$ cat src/hw/rtl/scatr_pkg.sv
// scatr_pkg: shared types and constants for the smartcard answer-to-reset parser
// no dependencies; imported by smartcard_atr_parser_core
package scatr_pkg;

  localparam int RX_W            = 8;
  localparam int NIB_W           = 4;
  localparam int IFACE_IDX_W     = 5;
  localparam int HIST_IDX_W      = 4;
  localparam int PROTO_W         = 4;
  localparam int MAX_IFACE_BYTES = 32;

  localparam logic [RX_W-1:0]  PAD_BYTE = 8'hFF;
  localparam logic [NIB_W-1:0] GRP_TD   = 4'b1000;

  typedef enum logic [2:0] {
    PH_TS,
    PH_T0,
    PH_IFACE,
    PH_HIST,
    PH_DONE
  } phase_t;

  typedef enum logic [2:0] {
    CLS_PAD     = 3'd0,
    CLS_TS      = 3'd1,
    CLS_T0      = 3'd2,
    CLS_IFACE   = 3'd3,
    CLS_HIST    = 3'd4,
    CLS_IGNORED = 3'd5
  } byte_class_t;

endpackage

$ cat src/hw/rtl/smartcard_atr_parser_core.sv
// smartcard_atr_parser_core: result registered, valid in the cycle after the transfer
// throughput one byte per cycle unless a held result stalls; the parse state and
// the result register both update on the accepting edge, so back-to-back transfers
// need no bubble; in_ready falls only while a result is held and out_ready is low
// rst_n is synchronous, active low: parse state returns to waiting for TS,
// first group flag set, counters and protocol cleared, no result pending
module smartcard_atr_parser_core #(
  parameter int MAX_INTERFACE_BYTES = scatr_pkg::MAX_IFACE_BYTES
) (
  input  logic                                clk,
  input  logic                                rst_n,
  // byte channel
  input  logic                                in_valid,
  output logic                                in_ready,
  input  logic [scatr_pkg::RX_W-1:0]          in_rx_byte,
  input  logic                                in_atr_start,
  // result channel
  output logic                                out_valid,
  input  logic                                out_ready,
  output logic [2:0]                          out_byte_class,
  output logic [scatr_pkg::IFACE_IDX_W-1:0]   out_interface_index,
  output logic [scatr_pkg::HIST_IDX_W-1:0]    out_historical_index,
  output logic [scatr_pkg::PROTO_W-1:0]       out_protocol,
  output logic                                out_atr_done,
  output logic                                out_overflow
);
  import scatr_pkg::*;

  // counter must be able to hold the bound itself for saturation
  localparam int CNT_W = $clog2(MAX_INTERFACE_BYTES + 1);

  // parse state
  phase_t             phase_r,     phase_nxt;
  logic [NIB_W-1:0]   grp_r,       grp_nxt;
  logic [CNT_W-1:0]   iface_cnt_r, iface_cnt_nxt;
  logic [NIB_W-1:0]   hist_tot_r,  hist_tot_nxt;
  logic [NIB_W-1:0]   hist_cnt_r,  hist_cnt_nxt;
  logic [PROTO_W-1:0] proto_r,     proto_nxt;
  logic               first_r,     first_nxt;

  // result register
  logic                   out_valid_r;
  byte_class_t            cls_r,  cls_nxt;
  logic [IFACE_IDX_W-1:0] iidx_r, iidx_nxt;
  logic [HIST_IDX_W-1:0]  hidx_r, hidx_nxt;
  logic [PROTO_W-1:0]     oproto_r;
  logic                   done_r, done_nxt;
  logic                   ovf_r,  ovf_nxt;

  // state as seen by this byte, after an optional restart
  phase_t             phase_cur;
  logic [NIB_W-1:0]   grp_cur;
  logic [CNT_W-1:0]   iface_cnt_cur;
  logic [NIB_W-1:0]   hist_tot_cur;
  logic [NIB_W-1:0]   hist_cnt_cur;
  logic [PROTO_W-1:0] proto_cur;
  logic               first_cur;

  logic [NIB_W-1:0] grp_low;     // lowest announced byte of the group
  logic [NIB_W-1:0] grp_after;
  logic [NIB_W-1:0] hist_inc;
  logic             in_xfer;

  // output register frees up whenever the held result is taken
  assign in_ready = ~out_valid_r | out_ready;
  assign in_xfer  = in_valid & in_ready;

  always_comb begin
    phase_cur     = in_atr_start ? PH_TS : phase_r;
    grp_cur       = in_atr_start ? '0 : grp_r;
    iface_cnt_cur = in_atr_start ? '0 : iface_cnt_r;
    hist_tot_cur  = in_atr_start ? '0 : hist_tot_r;
    hist_cnt_cur  = in_atr_start ? '0 : hist_cnt_r;
    proto_cur     = in_atr_start ? '0 : proto_r;
    first_cur     = in_atr_start ? 1'b1 : first_r;

    phase_nxt     = phase_cur;
    grp_nxt       = grp_cur;
    iface_cnt_nxt = iface_cnt_cur;
    hist_tot_nxt  = hist_tot_cur;
    hist_cnt_nxt  = hist_cnt_cur;
    proto_nxt     = proto_cur;
    first_nxt     = first_cur;

    cls_nxt  = CLS_IGNORED;
    iidx_nxt = '0;
    hidx_nxt = '0;
    done_nxt = 1'b0;
    ovf_nxt  = 1'b0;

    grp_low   = grp_cur & (~grp_cur + NIB_W'(1));
    grp_after = grp_cur & ~grp_low;
    hist_inc  = hist_cnt_cur + NIB_W'(1);

    unique case (phase_cur)
      PH_TS: begin
        // padding is skipped until the first real byte, which is TS
        if (in_rx_byte == PAD_BYTE) begin
          cls_nxt = CLS_PAD;
        end else begin
          cls_nxt   = CLS_TS;
          phase_nxt = PH_T0;
        end
      end
      PH_T0: begin
        cls_nxt      = CLS_T0;
        hist_tot_nxt = in_rx_byte[NIB_W-1:0];
        grp_nxt      = in_rx_byte[RX_W-1:NIB_W];
        first_nxt    = 1'b1;
        if (in_rx_byte[RX_W-1:NIB_W] != '0) begin
          phase_nxt = PH_IFACE;
        end else if (in_rx_byte[NIB_W-1:0] == '0) begin
          // neither interface nor historical bytes: T0 ends the answer
          phase_nxt = PH_DONE;
          done_nxt  = 1'b1;
        end else begin
          phase_nxt = PH_HIST;
        end
      end
      PH_IFACE: begin
        cls_nxt = CLS_IFACE;
        // index saturates once the bound is reached
        if (iface_cnt_cur >= CNT_W'(MAX_INTERFACE_BYTES)) begin
          iidx_nxt = IFACE_IDX_W'(MAX_INTERFACE_BYTES - 1);
          ovf_nxt  = 1'b1;
        end else begin
          iidx_nxt      = IFACE_IDX_W'(iface_cnt_cur);
          iface_cnt_nxt = iface_cnt_cur + CNT_W'(1);
        end
        // a TD byte replaces the group with the one it announces
        if (grp_low == GRP_TD) begin
          grp_after = in_rx_byte[RX_W-1:NIB_W];
          if (first_cur) begin
            proto_nxt = in_rx_byte[NIB_W-1:0];
            first_nxt = 1'b0;
          end
        end
        grp_nxt = grp_after;
        if (grp_after == '0) begin
          if (hist_tot_cur == '0) begin
            phase_nxt = PH_DONE;
            done_nxt  = 1'b1;
          end else begin
            phase_nxt = PH_HIST;
          end
        end
      end
      PH_HIST: begin
        cls_nxt      = CLS_HIST;
        hidx_nxt     = hist_cnt_cur;
        hist_cnt_nxt = hist_inc;
        if (hist_inc == hist_tot_cur) begin
          phase_nxt = PH_DONE;
          done_nxt  = 1'b1;
        end
      end
      PH_DONE: begin
        cls_nxt = CLS_IGNORED;
      end
      default: begin
        cls_nxt = CLS_IGNORED;
      end
    endcase
  end

  // parse state register, advanced on every input transfer
  always_ff @(posedge clk) begin
    if (!rst_n) begin
      phase_r     <= PH_TS;
      grp_r       <= '0;
      iface_cnt_r <= '0;
      hist_tot_r  <= '0;
      hist_cnt_r  <= '0;
      proto_r     <= '0;
      first_r     <= 1'b1;
    end else if (in_xfer) begin
      phase_r     <= phase_nxt;
      grp_r       <= grp_nxt;
      iface_cnt_r <= iface_cnt_nxt;
      hist_tot_r  <= hist_tot_nxt;
      hist_cnt_r  <= hist_cnt_nxt;
      proto_r     <= proto_nxt;
      first_r     <= first_nxt;
    end
  end

  // result valid flag
  always_ff @(posedge clk) begin
    if (!rst_n) begin
      out_valid_r <= 1'b0;
    end else if (in_ready) begin
      out_valid_r <= in_valid;
    end
  end

  // result payload, loaded only on a transfer
  always_ff @(posedge clk) begin
    if (in_xfer) begin
      cls_r    <= cls_nxt;
      iidx_r   <= iidx_nxt;
      hidx_r   <= hidx_nxt;
      oproto_r <= proto_nxt;
      done_r   <= done_nxt;
      ovf_r    <= ovf_nxt;
    end
  end

  assign out_valid            = out_valid_r;
  assign out_byte_class       = cls_r;
  assign out_interface_index  = iidx_r;
  assign out_historical_index = hidx_r;
  assign out_protocol         = oproto_r;
  assign out_atr_done         = done_r;
  assign out_overflow         = ovf_r;

`ifndef ASSERT_OFF
  // overflow is only ever reported on an interface byte
  a_ovf_iface: assert property (@(posedge clk) disable iff (!rst_n)
    out_valid_r && ovf_r |-> cls_r == CLS_IFACE)
    else $error("overflow flagged on a non-interface byte");

  // the answer can only complete on T0, an interface or a historical byte
  a_done_class: assert property (@(posedge clk) disable iff (!rst_n)
    out_valid_r && done_r |->
      cls_r == CLS_T0 || cls_r == CLS_IFACE || cls_r == CLS_HIST)
    else $error("answer completed on an unexpected byte class");

  // once finished, bytes are ignored until a restart
  a_done_ignored: assert property (@(posedge clk) disable iff (!rst_n)
    in_xfer && !in_atr_start && phase_r == PH_DONE |=> cls_r == CLS_IGNORED)
    else $error("byte after the end not classed as ignored");

  // interface counter never passes its bound
  a_cnt_bound: assert property (@(posedge clk) disable iff (!rst_n)
    iface_cnt_r <= CNT_W'(MAX_INTERFACE_BYTES))
    else $error("interface byte counter beyond bound");
`endif

endmodule

$ cat config.mk
export PLATFORM = sky130hd
export DESIGN_NAME = smartcard_atr_parser_core
export DESIGN_NICKNAME = d
export VERILOG_FILES = /design/src/hw/rtl/scatr_pkg.sv /design/src/hw/rtl/smartcard_atr_parser_core.sv
export SDC_FILE = /design/constraint.sdc
export NUM_CORES = 1
export LEC_CHECK = 0
export ABC_AREA = 1
export BUFFER_PORTS_ARGS = -buffer_cell sky130_fd_sc_hd__buf_2
export CORE_MARGIN = 4
export CORE_UTILIZATION = 45
export DETAILED_ROUTE_END_ITERATION = 6
export PLACE_DENSITY = 0.72
export SYNTH_ARGS = -nofsm -noshare
export SYNTH_HDL_FRONTEND = slang
export SYNTH_SLANG_ARGS = --single-unit
export TNS_END_PERCENT = 100
$ cat constraint.sdc
create_clock -name clk -period 1.6 [get_ports clk]
set_input_delay 0.16 -clock clk [delete_from_list [all_inputs] [get_ports clk]]
set_output_delay 0.16 -clock clk [all_outputs]
set_load 0.02 [all_outputs]
---- Yosys cells after proc, flatten, opt, wreduce, memory -nomap -nowiden ----
Cells that the tools add are included.
storage, ports and cells
  register bits after elaboration ......... 45
  input port bits ......................... 13
  output and inout bits ................... 20
  logic and storage cells ................. 72
cells by class
  $add $sub $neg .......................... 3
  order comparisons ....................... 1
  eq/ne operators ......................... 6
  mux-type cells .......................... 36
  bitwise operators ....................... 7
  reductions and logical operators ........ 5
operators with widths
  operator                                                          count
  4-bit 2-to-1 mux                                                  11
  3-bit one-hot mux with 4 select lines                             2
  3-bit 2-to-1 mux                                                  7
  6-bit 2-to-1 mux                                                  3
  4-bit zero test                                                   3
  1-bit 2-to-1 mux                                                  9
  4-bit by 1-bit adder with 4-bit output (second input constant)    2
  4-bit bitwise AND                                                 2
  8-bit == test (second input constant)                             1
  4-bit inverter                                                    2
  4-bit one-hot mux with 2 select lines                             1
  6-bit by 1-bit adder with 6-bit output (second input constant)    1
  3-bit by 2-bit == test with 1-bit output (second input constant)  2
  6-bit greater-or-equal comparator (second input constant)         1
  5-bit 2-to-1 mux                                                  1
  4-bit == test                                                     1
  4-bit == test (second input constant)                             1
  4-bit nonzero test                                                1
  3-bit by 1-bit == test with 1-bit output (second input constant)  1
  3-bit zero test                                                   1
  1-bit one-hot mux with 3 select lines                             1
  1-bit one-hot mux with 2 select lines                             1
  1-bit bitwise AND                                                 1
  1-bit inverter                                                    1
  1-bit bitwise OR                                                  1

---- Logic depth before layout (Yosys ltp) ----
Gate-level depths: netlist (run 1).
  depth in word-level cells ............... 11
  depth in mapped cells ................... 15
  gate-level depth less buffers ........... 15

---- Worst setup path before layout (run 1) ----
Ideal clock, no wire load.
  kind .................................... reg2reg
  from .................................... reg out_valid_r, in the netlist out_valid
  to ...................................... reg hist_cnt_r[1]
  setup time .............................. 0.117 ns
  arrival ................................. 1.558 ns
  required time ........................... 1.483 ns
  setup slack ............................. -0.075 ns
  stages on the path, launching flop included .. 7
  buffers on the path ..................... 1
  cell sequence ........................... dfxtp_1 -> nand2_1 -> nand2_2 -> clkinv_1 -> buf_2 -> o211ai_1 -> inv_1
between the ends
  word-level cells in the longest chain between the ends .. 3
RTL lines
  element                 RTL line                          RTL
  from (decl)             smartcard_atr_parser_core.sv:42   logic out_valid_r;
  from (signal assigned)  smartcard_atr_parser_core.sv:192  out_valid_r <= in_valid;
  1-bit inverter          smartcard_atr_parser_core.sv:65   assign in_ready = ~out_valid_r | out_ready;
  1-bit bitwise OR        smartcard_atr_parser_core.sv:65
  net in_ready            smartcard_atr_parser_core.sv:14   output logic in_ready,
  1-bit bitwise AND       smartcard_atr_parser_core.sv:66   assign in_xfer = in_valid & in_ready;
  net in_xfer             smartcard_atr_parser_core.sv:62   logic in_xfer;
  to (signal assigned)    smartcard_atr_parser_core.sv:181  hist_cnt_r <= hist_cnt_nxt;
  to (decl)               smartcard_atr_parser_core.sv:37   logic [NIB_W-1:0] hist_cnt_r, hist_cnt_nxt;
The timed path passes the listed nets, and every way through them passes these cells.
A chain may end at the register's enable or synchronous reset.

---- Worst setup path after layout (run 1) ----
  from .................................... reg hist_cnt_r[0]
  to ...................................... reg done_r, in the netlist out_atr_done, data pin
between the ends
  word-level cells in the longest chain between the ends .. 5
RTL lines
  element                                 RTL line                          RTL
  4-bit 2-to-1 mux                        smartcard_atr_parser_core.sv:73   hist_cnt_cur = in_atr_start ? '0 : hist_cnt_r;
  net hist_cnt_cur[0]                     smartcard_atr_parser_core.sv:55   logic [NIB_W-1:0] hist_cnt_cur;
  4-bit by 1-bit adder with 4-bit output  smartcard_atr_parser_core.sv:93   hist_inc = hist_cnt_cur + NIB_W'(1);
  4-bit == test                           smartcard_atr_parser_core.sv:152  if (hist_inc == hist_tot_cur) begin
  1-bit 2-to-1 mux                        smartcard_atr_parser_core.sv:152
  1-bit one-hot mux with 3 select lines   smartcard_atr_parser_core.sv:95   unique case (phase_cur)
  net done_nxt                            smartcard_atr_parser_core.sv:47   logic done_r, done_nxt;
  to (signal assigned)                    smartcard_atr_parser_core.sv:203  done_r <= done_nxt;
  to (decl)                               smartcard_atr_parser_core.sv:47
The timed path passes the listed nets, and every way through them passes these cells.

==> out/results.ini, run 1 <==
[die]
start_util_pct=46.6
ioPinCount=33
dieArea_um2=6510
core_region_area_um2=5110
die_h_um=80.7
rows=26
die_width_um=80.7

[sta]
whs_ns=0.143
worst-slew-pin-transition_ns=0.341
slew_headroom_pct=77.1
period_share_pct=98.0
setup_slack_ns=0.0323
setup_violations=0
rsz0062_at_grt=true
slew_violations=0
skew_ns=0.00737
hold_violations=0
period_minus_slack_ns=1.57
clock.fmax_mhz=638

[worst_setup_path]
r2r_cells=12
rrSetupSlack_ns=0.03
start_kind=flop
end_kind=flop
criticalPathCategory=flop to flop
crit_arrival_ns=1.62
critical_path.max_fanout=3
required_ns=1.65
regToRegEndpoint=out_atr_done
crit_start=hist_cnt_r[0]
timing.critical_path.to=out_atr_done
r2r_start=hist_cnt_r[0]

[layout]
mostFrequentLayoutCells=nand2_1 (53), inv_1 (43), nor2_1 (37)
antenna_cells=0
drive_above_1_share_pct=24.7
layout.nets=383
multi_input_area_um2=1100
seq_area_um2=1080
layout_commonest_cell=nand2_1
syn_to_final_growth_pct=22.8
n_fill_cell=480

[grt]
grt_max_degree=28
grt_pass1_vias=1997
grt_usage_pct=17.7
overflow=0
antenna_found_initial=0
grt_first_pass_wirelength_um=8980

[clock_network]
cts_tree=done
htree_levels=2
root_buffer=clkbuf_8
worstSkewPairLatency_ns=0.30
cts.sinks=45
cts_buffers=5
clockBufferDepth=2
hold_buffers=0
clk_pin_slew_ns=0.08

[yosys]
synth_xor_area_share_pct=0
syn_inst=315
seq_area_frac_synth_pct=45.4
synth_nets=331
syn_area_um2=2380
synth.distinct_cells=33
synth_mux_area_share_pct=0
avgSynthCellArea_um2=7.55
synth_adder_area_share_pct=1.58
yosysWarnings=0
synth-simple-area-share_pct=26.4
synthArstFlopShare_pct=0
synth_top_family_by_area=simple AND/OR/NAND/NOR gates
synth_compound_area_share_pct=16.1
synth_edf_count=18
synth-seq-cells=45
synth_ff_type=dfxtp_1

[run]
maxCapViolCount=0

[min_path]
hold_class=primary input to flop
holdCritStartpoint=out_ready

[drt]
wl_per_cell_um=13.1
drtIter0Drc=284
routed_via_density=5.24
vias=2297
antenna_left=0
drcViolationCount=0
finalWirelength_um=5730
drt-pass1-iter-count=4

[status]
outcome=finished, final reports clean

[pwr]
p_per_area_nw_per_um2=898
irDropWorstVdd_uv=365
total_power_w=0.00262
power_leakage_nw=1.36

[placed_design]
place.detailed.hpwl_um=3980
gp_congestion=0.857
numPortBuffers=32
place_ws_ns=-0.0300

how the worst min path moves through the flow:
stage / end / slack (ns) / cells past startpoint
after floorplan: hist_tot_r[0] / 0.32 / 2
after global placement: out_valid / 0.45 / 4
after detailed placement: out_valid / 0.46 / 4
after CTS: out_valid / 0.15 / 4
after global routing: out_valid / 0.16 / 4
final: out_valid / 0.14 / 4
routing by layer:
layer	global-route usage [%]	vias up	routed length [um]
met1	23.8	1046	2470
met4	5.57	0	72
met3	4.48	9	500
met5	0	-	0
met2	27.9	88	2690
li1	-	1154	-
cells in the mapped netlist, types with 2 or more instances:
cell,instances,area (um^2)
inv_2,5,18.8
nand2_1,58,218
inv_1,45,169
a21oi_1,18,90.1
o21ai_0,19,95.1
ha_1,3,37.5
o221ai_1,3,26.3
buf_2,4,20.0
nand4_1,8,50.1
nor2_1,41,154
clkinv_1,2,7.51
a31oi_1,3,18.8
edfxtp_1,18,541
nor3_1,2,10.0
o21a_1,2,15.0
nand2_2,2,12.5
nor3_4,2,32.5
o21ai_1,7,35.0
a221oi_1,2,17.5
nand3_1,23,115
clkbuf_1,4,15.0
o211ai_1,7,52.6
dfxtp_1,27,541
layout make-up:
| class | count | share of cell area, % |
|---|---|---|
| clock buffer | 7 | 2.96 |
| clock inverter | 1 | 1.03 |
| sequential | 45 | 37.1 |
| timing repair buffer | 55 | 11.4 |
| tap | 70 | 3.00 |
| multi-input combinational | 208 | 37.7 |
| inverter | 52 | 6.77 |
through the flow:
stage          TNS (ns)  util (%)  std cells  area (um^2)
4_1_cts               0      55.8        435         2850
6_report              0      57.2        438         2920
3_3_place_gp          0      53.4        427         2730
5_1_grt          -0.273      57.2        438         2920
3_5_place_dp    -0.0686      53.4        427         2730
2_1_floorplan         0         -        315         2380
sequential cells by signal, summed over array words and instances (netlist names), 3 cells and up:
signal / count
grp_r: 4
out_historical_index: 4
out_protocol: 4
hist_tot_r: 4
iface_cnt_r: 6
out_interface_index: 5
proto_r: 4
phase_r: 3
out_byte_class: 3
hist_cnt_r: 4
power breakdown:
part / internal [W] / switching, W / total [W]
Clock: 0.000509 / 0.000385 / 0.000894
Combinational: 0.000156 / 0.000279 / 0.000435
Sequential: 0.00126 / 0.0000331 / 0.00129
Total: 0.00193 / 0.000696 / 0.00262
logic make-up (layout without fill, tap and decap cells):
logic type / after synthesis / in the layout
compound gates: 65 / 65
flops: 45 / 45
fa+ha+maj: 3 / 3
buf+inv: 62 / 115
simple gates: 140 / 140
critical path: stages (launching register included):
cell      delay [ns]
dfxtp_2         0.34
inv_2           0.05
nor2_4          0.13
ha_4            0.21
nand3b_1        0.16
nand2_1         0.06
inv_1           0.03
nand2_1         0.07
nor2_2          0.05
nand3_1         0.05
nand2_1         0.05
inv_1           0.06
nand2_2         0.06
repair_timing:
action                                  CTS  global route
gates resized for setup                   4            15
endpoints found under the setup margin    3            11
pin swaps                                 2             4
buffers inserted                          0             3
Note: power is estimated with default switching activity, not from simulation.
==> run 2, diff against run 1 <==
--- a/constraint.sdc
+++ b/constraint.sdc
@@ -3,2 +3,2 @@
 set_output_delay 0.16 -clock clk [all_outputs]
-set_load 0.02 [all_outputs]
+set_load 0.1 [all_outputs]
==> out/results.ini, run 2 (synthesis gave the netlist of run 1 again) <==
[status]
outcome=finished with violations
violations=negative setup slack

[grt]
overflow=0
antenna_found_initial=0
grt_first_pass_wirelength_um=9630
grt_max_degree=31
grt_pass1_vias=2102
grt_usage_pct=19.3

[clock_network]
clockBufferDepth=2
cts.sinks=45
cts_tree=done
clk_pin_slew_ns=0.10
root_buffer=clkbuf_8
htree_levels=2
cts_buffers=5
hold_buffers=0
worstSkewPairLatency_ns=0.31

[layout]
multi_input_area_um2=1120
syn_to_final_growth_pct=25.7
largest_register=iface_cnt_r
seq_area_um2=1090
n_fill_cell=454
antenna_cells=0
largest_register_ffs=6
mostFrequentLayoutCells=nand2_1 (54), inv_1 (43), nor2_1 (35)
drive_above_1_share_pct=25.8
layout_commonest_cell=nand2_1
layout.nets=383

[sta]
slew_headroom_pct=67.5
skew_ns=0.00976
setup_violations=1
slew_violations=0
hold_violations=0
rsz0062_at_grt=true
clock.fmax_mhz=622
worst-slew-pin-transition_ns=0.491
period_share_pct=101
period_minus_slack_ns=1.61
setup_slack_ns=-0.00888
whs_ns=0.171

[pwr]
irDropWorstVdd_uv=568
power_leakage_nw=1.38
p_per_area_nw_per_um2=993

[drt]
drtIter0Drc=186
drt-pass1-iter-count=5
finalWirelength_um=6000
drcViolationCount=0
vias=2279
wl_per_cell_um=13.7
antenna_left=0
routed_via_density=5.20

[worst_setup_path]
crit_arrival_ns=1.86
crit_start=hist_cnt_r[0]
timing.critical_path.to=phase_r[2]
end_kind=flop
regToRegEndpoint=phase_r[2]
required_ns=1.85
rrSetupSlack_ns=-0.009
r2r_start=hist_cnt_r[0]
criticalPathCategory=flop to flop
r2r_cells=14
start_kind=flop
critical_path.max_fanout=3

[die]
rows=26
die_width_um=80.7
start_util_pct=46.6
die_h_um=80.7
core_region_area_um2=5110
dieArea_um2=6510
ioPinCount=33

[min_path]
hold_class=primary input to flop

[placed_design]
place_ws_ns=-0.0124
gp_congestion=0.943
numPortBuffers=32
place.detailed.hpwl_um=4130

[run]
maxCapViolCount=0

run 2: cell types whose count changed in the layout (fill, tap and decap cells not counted), sizes merged:
cell,change
inv,+1
clkbuf,-2
bufinv,+1
run 2: metal layers:
layer	global-route usage, %	vias to the layer above	share of wire (%)
li1	-	1153	-
met1	25.2	1029	46
met2	30.8	85	46
met3	4.37	12	6.8
met4	7.77	0	1.9
met5	0	-	0
run 2: where the power goes:
group / internal [W] / switching (W) / total, W
Combinational: 0.000167 / 0.000457 / 0.000623
Clock: 0.000629 / 0.000423 / 0.00105
Sequential: 0.00126 / 0.0000357 / 0.00130
run 2: worst max-delay path, stage by stage, from the launching register on:
cell,delay (ns)
dfxtp_2,0.33
inv_2,0.08
nor2_4,0.05
ha_4,0.27
nand3b_1,0.10
nand2_1,0.05
inv_1,0.04
nand2_1,0.05
nor2_2,0.12
nand3_1,0.08
nand2_1,0.08
inv_1,0.05
nand2_2,0.07
nand2_2,0.05
a21oi_2,0.12
run 2: worst min path at each step:
stage,from,slack (ns),end,cells after the start
4_1_cts,in_rx_byte[0],0.16,hist_tot_r[0],3
2_1_floorplan,in_rx_byte[0],0.32,hist_tot_r[0],2
3_5_place_dp,first_r,0.46,first_r,2
6_report,in_rx_byte[0],0.17,hist_tot_r[0],3
5_1_grt,in_rx_byte[0],0.19,hist_tot_r[0],3
3_3_place_gp,first_r,0.45,first_r,2
run 2: cell type report:
cell class	instances	share of cell area, %
Multi-Input combinational cell	208	37.5
Tap cell	70	2.93
Clock buffer	5	2.30
Clock inverter	3	2.30
Sequential cell	45	36.4
Inverter	52	6.57
Timing Repair Buffer	55	12.0
run 2: repair_timing:
action	CTS	global route
setup endpoints to repair	2	16
setup buffers	0	1
pin swaps	2	6
gates resized for setup	4	19
run 2: per-stage QoR:
| stage | util, % | std cells | setup TNS (ns) | power [W] | area, um^2 |
|---|---|---|---|---|---|
| after floorplan | - | 315 | 0 | 0.00176 | 2410 |
| after global placement | 54.6 | 429 | 0 | 0.00191 | 2790 |
| after detailed placement | 54.6 | 429 | -0.0124 | 0.00192 | 2790 |
| after CTS | 57.4 | 437 | 0 | 0.00296 | 2930 |
| after global routing | 58.5 | 438 | -0.268 | 0.00309 | 2990 |
| final | 58.5 | 438 | -0.00888 | 0.00297 | 2990 |
==> run 3, diff against run 2 <==
- CELL_PAD_IN_SITES_DETAIL_PLACEMENT: default -> 0
- CELL_PAD_IN_SITES_GLOBAL_PLACEMENT: default -> 2
- CORE_MARGIN: 4 -> 10
- CORE_UTILIZATION: 45 -> 29
- PLACE_DENSITY: 0.72 -> 0.79
==> out/results.ini, run 3 (synthesis gave the netlist of run 1 again) <==
[layout]
layout_commonest_cell=nand2_1
antenna_cells=0
syn_to_final_growth_pct=25.9
drive_above_1_share_pct=25.2
largest_register=iface_cnt_r
largest_register_ffs=6
layout.nets=388
mostFrequentLayoutCells=nand2_1 (57), inv_1 (43), nor2_1 (37)
instances_no_fill=475

[placed_design]
dp.cells=465
numPortBuffers=32
place.detailed.hpwl_um=4920
gp_congestion=0.855

[die]
dieArea_um2=12200
core_region_area_um2=7850
start_util_pct=30.3
rows=32
die_h_um=111
die_width_um=111
ioPinCount=33

[sta]
hold_violations=0
worst-slew-pin-transition_ns=0.497
skew_ns=0.00680
setup_violations=0
period_minus_slack_ns=1.56
period_share_pct=97.6
finalSetupTns_ns=0
clock.fmax_mhz=640
slew_headroom_pct=67.1
rsz0062_at_grt=true
slew_violations=0

[grt]
grt_pass1_vias=2142
grt_max_degree=19
overflow=0
grt_first_pass_wirelength_um=11000
grt_usage_pct=10.7
antenna_found_initial=0

[status]
outcome=finished, final reports clean

[drt]
vias=2206
drt-pass1-iter-count=4
finalWirelength_um=6630
antenna_left=0
drcViolationCount=0
drtIter0Drc=119
routed_via_density=4.64
wl_per_cell_um=14.0

[clock_network]
root_buffer=clkbuf_8
cts_tree=done
worstSkewPairLatency_ns=0.30
clk_pin_slew_ns=0.09
clockBufferDepth=2
htree_levels=2
hold_buffers=0
cts.sinks=45
cts_buffers=5

[pwr]
power_leakage_nw=1.38
irDropWorstVdd_uv=292
p_per_area_nw_per_um2=887

[worst_setup_path]
start_kind=flop
criticalPathCategory=flop to flop
critPathMostFrequentCell=nand2_1
end_kind=flop
cpPeakStageDelay_ns=0.34
slowest_stage=dfxtp_2
required_ns=1.83
critical_path.max_fanout=3
crit_arrival_ns=1.79
crit_chain=inv_2 > nor2_4 > ha_4 > nand3b_1 > nand2_1 > inv_1 > nand2_1 > nor2_2 > nand3_1 > nand2_1 > inv_1 > nand2_1 > nand2_1 > a21oi_2

[min_path]
hold_class=primary input to flop

[run]
maxCapViolCount=0

[run 3: cell count changes in the layout (fill, tap and decap cells not counted), sizes merged]
cell,change
buf,+5
bufinv,-2
clkinv,+1
clkinvlp,+1
[run 3: path summary, 6_finish.rpt]
kind | startpoint | to | slack [ns] | depth (start not counted)
max | hist_cnt_r[1] | phase_r[2] | 0.04 | 14
min | out_ready | out_valid | 0.18 | 4
max reg2reg | hist_cnt_r[1] | phase_r[2] | 0.04 | 14
min reg2reg | first_r | first_r | 0.49 | 2
[run 3: area by class of cell]
class,count,area [um^2]
clock buffer,5,68.8
inverter,52,196
timing repair buffer,60,383
multi-input combinational,208,1110
fill,868,4850
clock inverter,3,21.3
tap,102,128
sequential,45,1090
[run 3: critical path: cells and delay by family, from the launching register on]
kind,cells,cell delay (ns)
simple gates,9,0.63
flops,1,0.34
fa+ha+maj,1,0.26
buf+inv,3,0.16
compound gates,1,0.10
[run 3: per-stage QoR]
step	area [um^2]	hold slack [ns]	total power [W]	setup slack, ns	util (%)
3_3_place_gp	2850	0.450	0.00193	-0.0140	36.3
3_5_place_dp	2850	0.466	0.00193	-0.00349	36.3
2_1_floorplan	2410	0.319	0.00176	0.0301	-
6_report	2990	0.176	0.00266	0.0378	38.2
5_1_grt	2990	0.187	0.00280	-0.121	38.2
4_1_cts	2950	0.172	0.00267	0.00218	37.6
[run 3: timing repair]
item / CTS / global route
endpoints found under the setup margin: 2 / 10
setup buffers: 1 / 1
resized for setup: 2 / 13
pin swaps: 2 / 5
cloned: 0 / 0
[run 3: where the power goes]
part | switching, W | internal (W)
clock network | 0.000420 | 0.000311
logic | 0.000460 | 0.000169
registers | 0.0000360 | 0.00126
[run 3: routing by layer]
metal / wire length (um) / global-route usage (%)
met2: 2940 / 16.7
met1: 3380 / 14.5
met3: 254 / 2.32
met4: 57 / 2.85
met5: 0 / 0
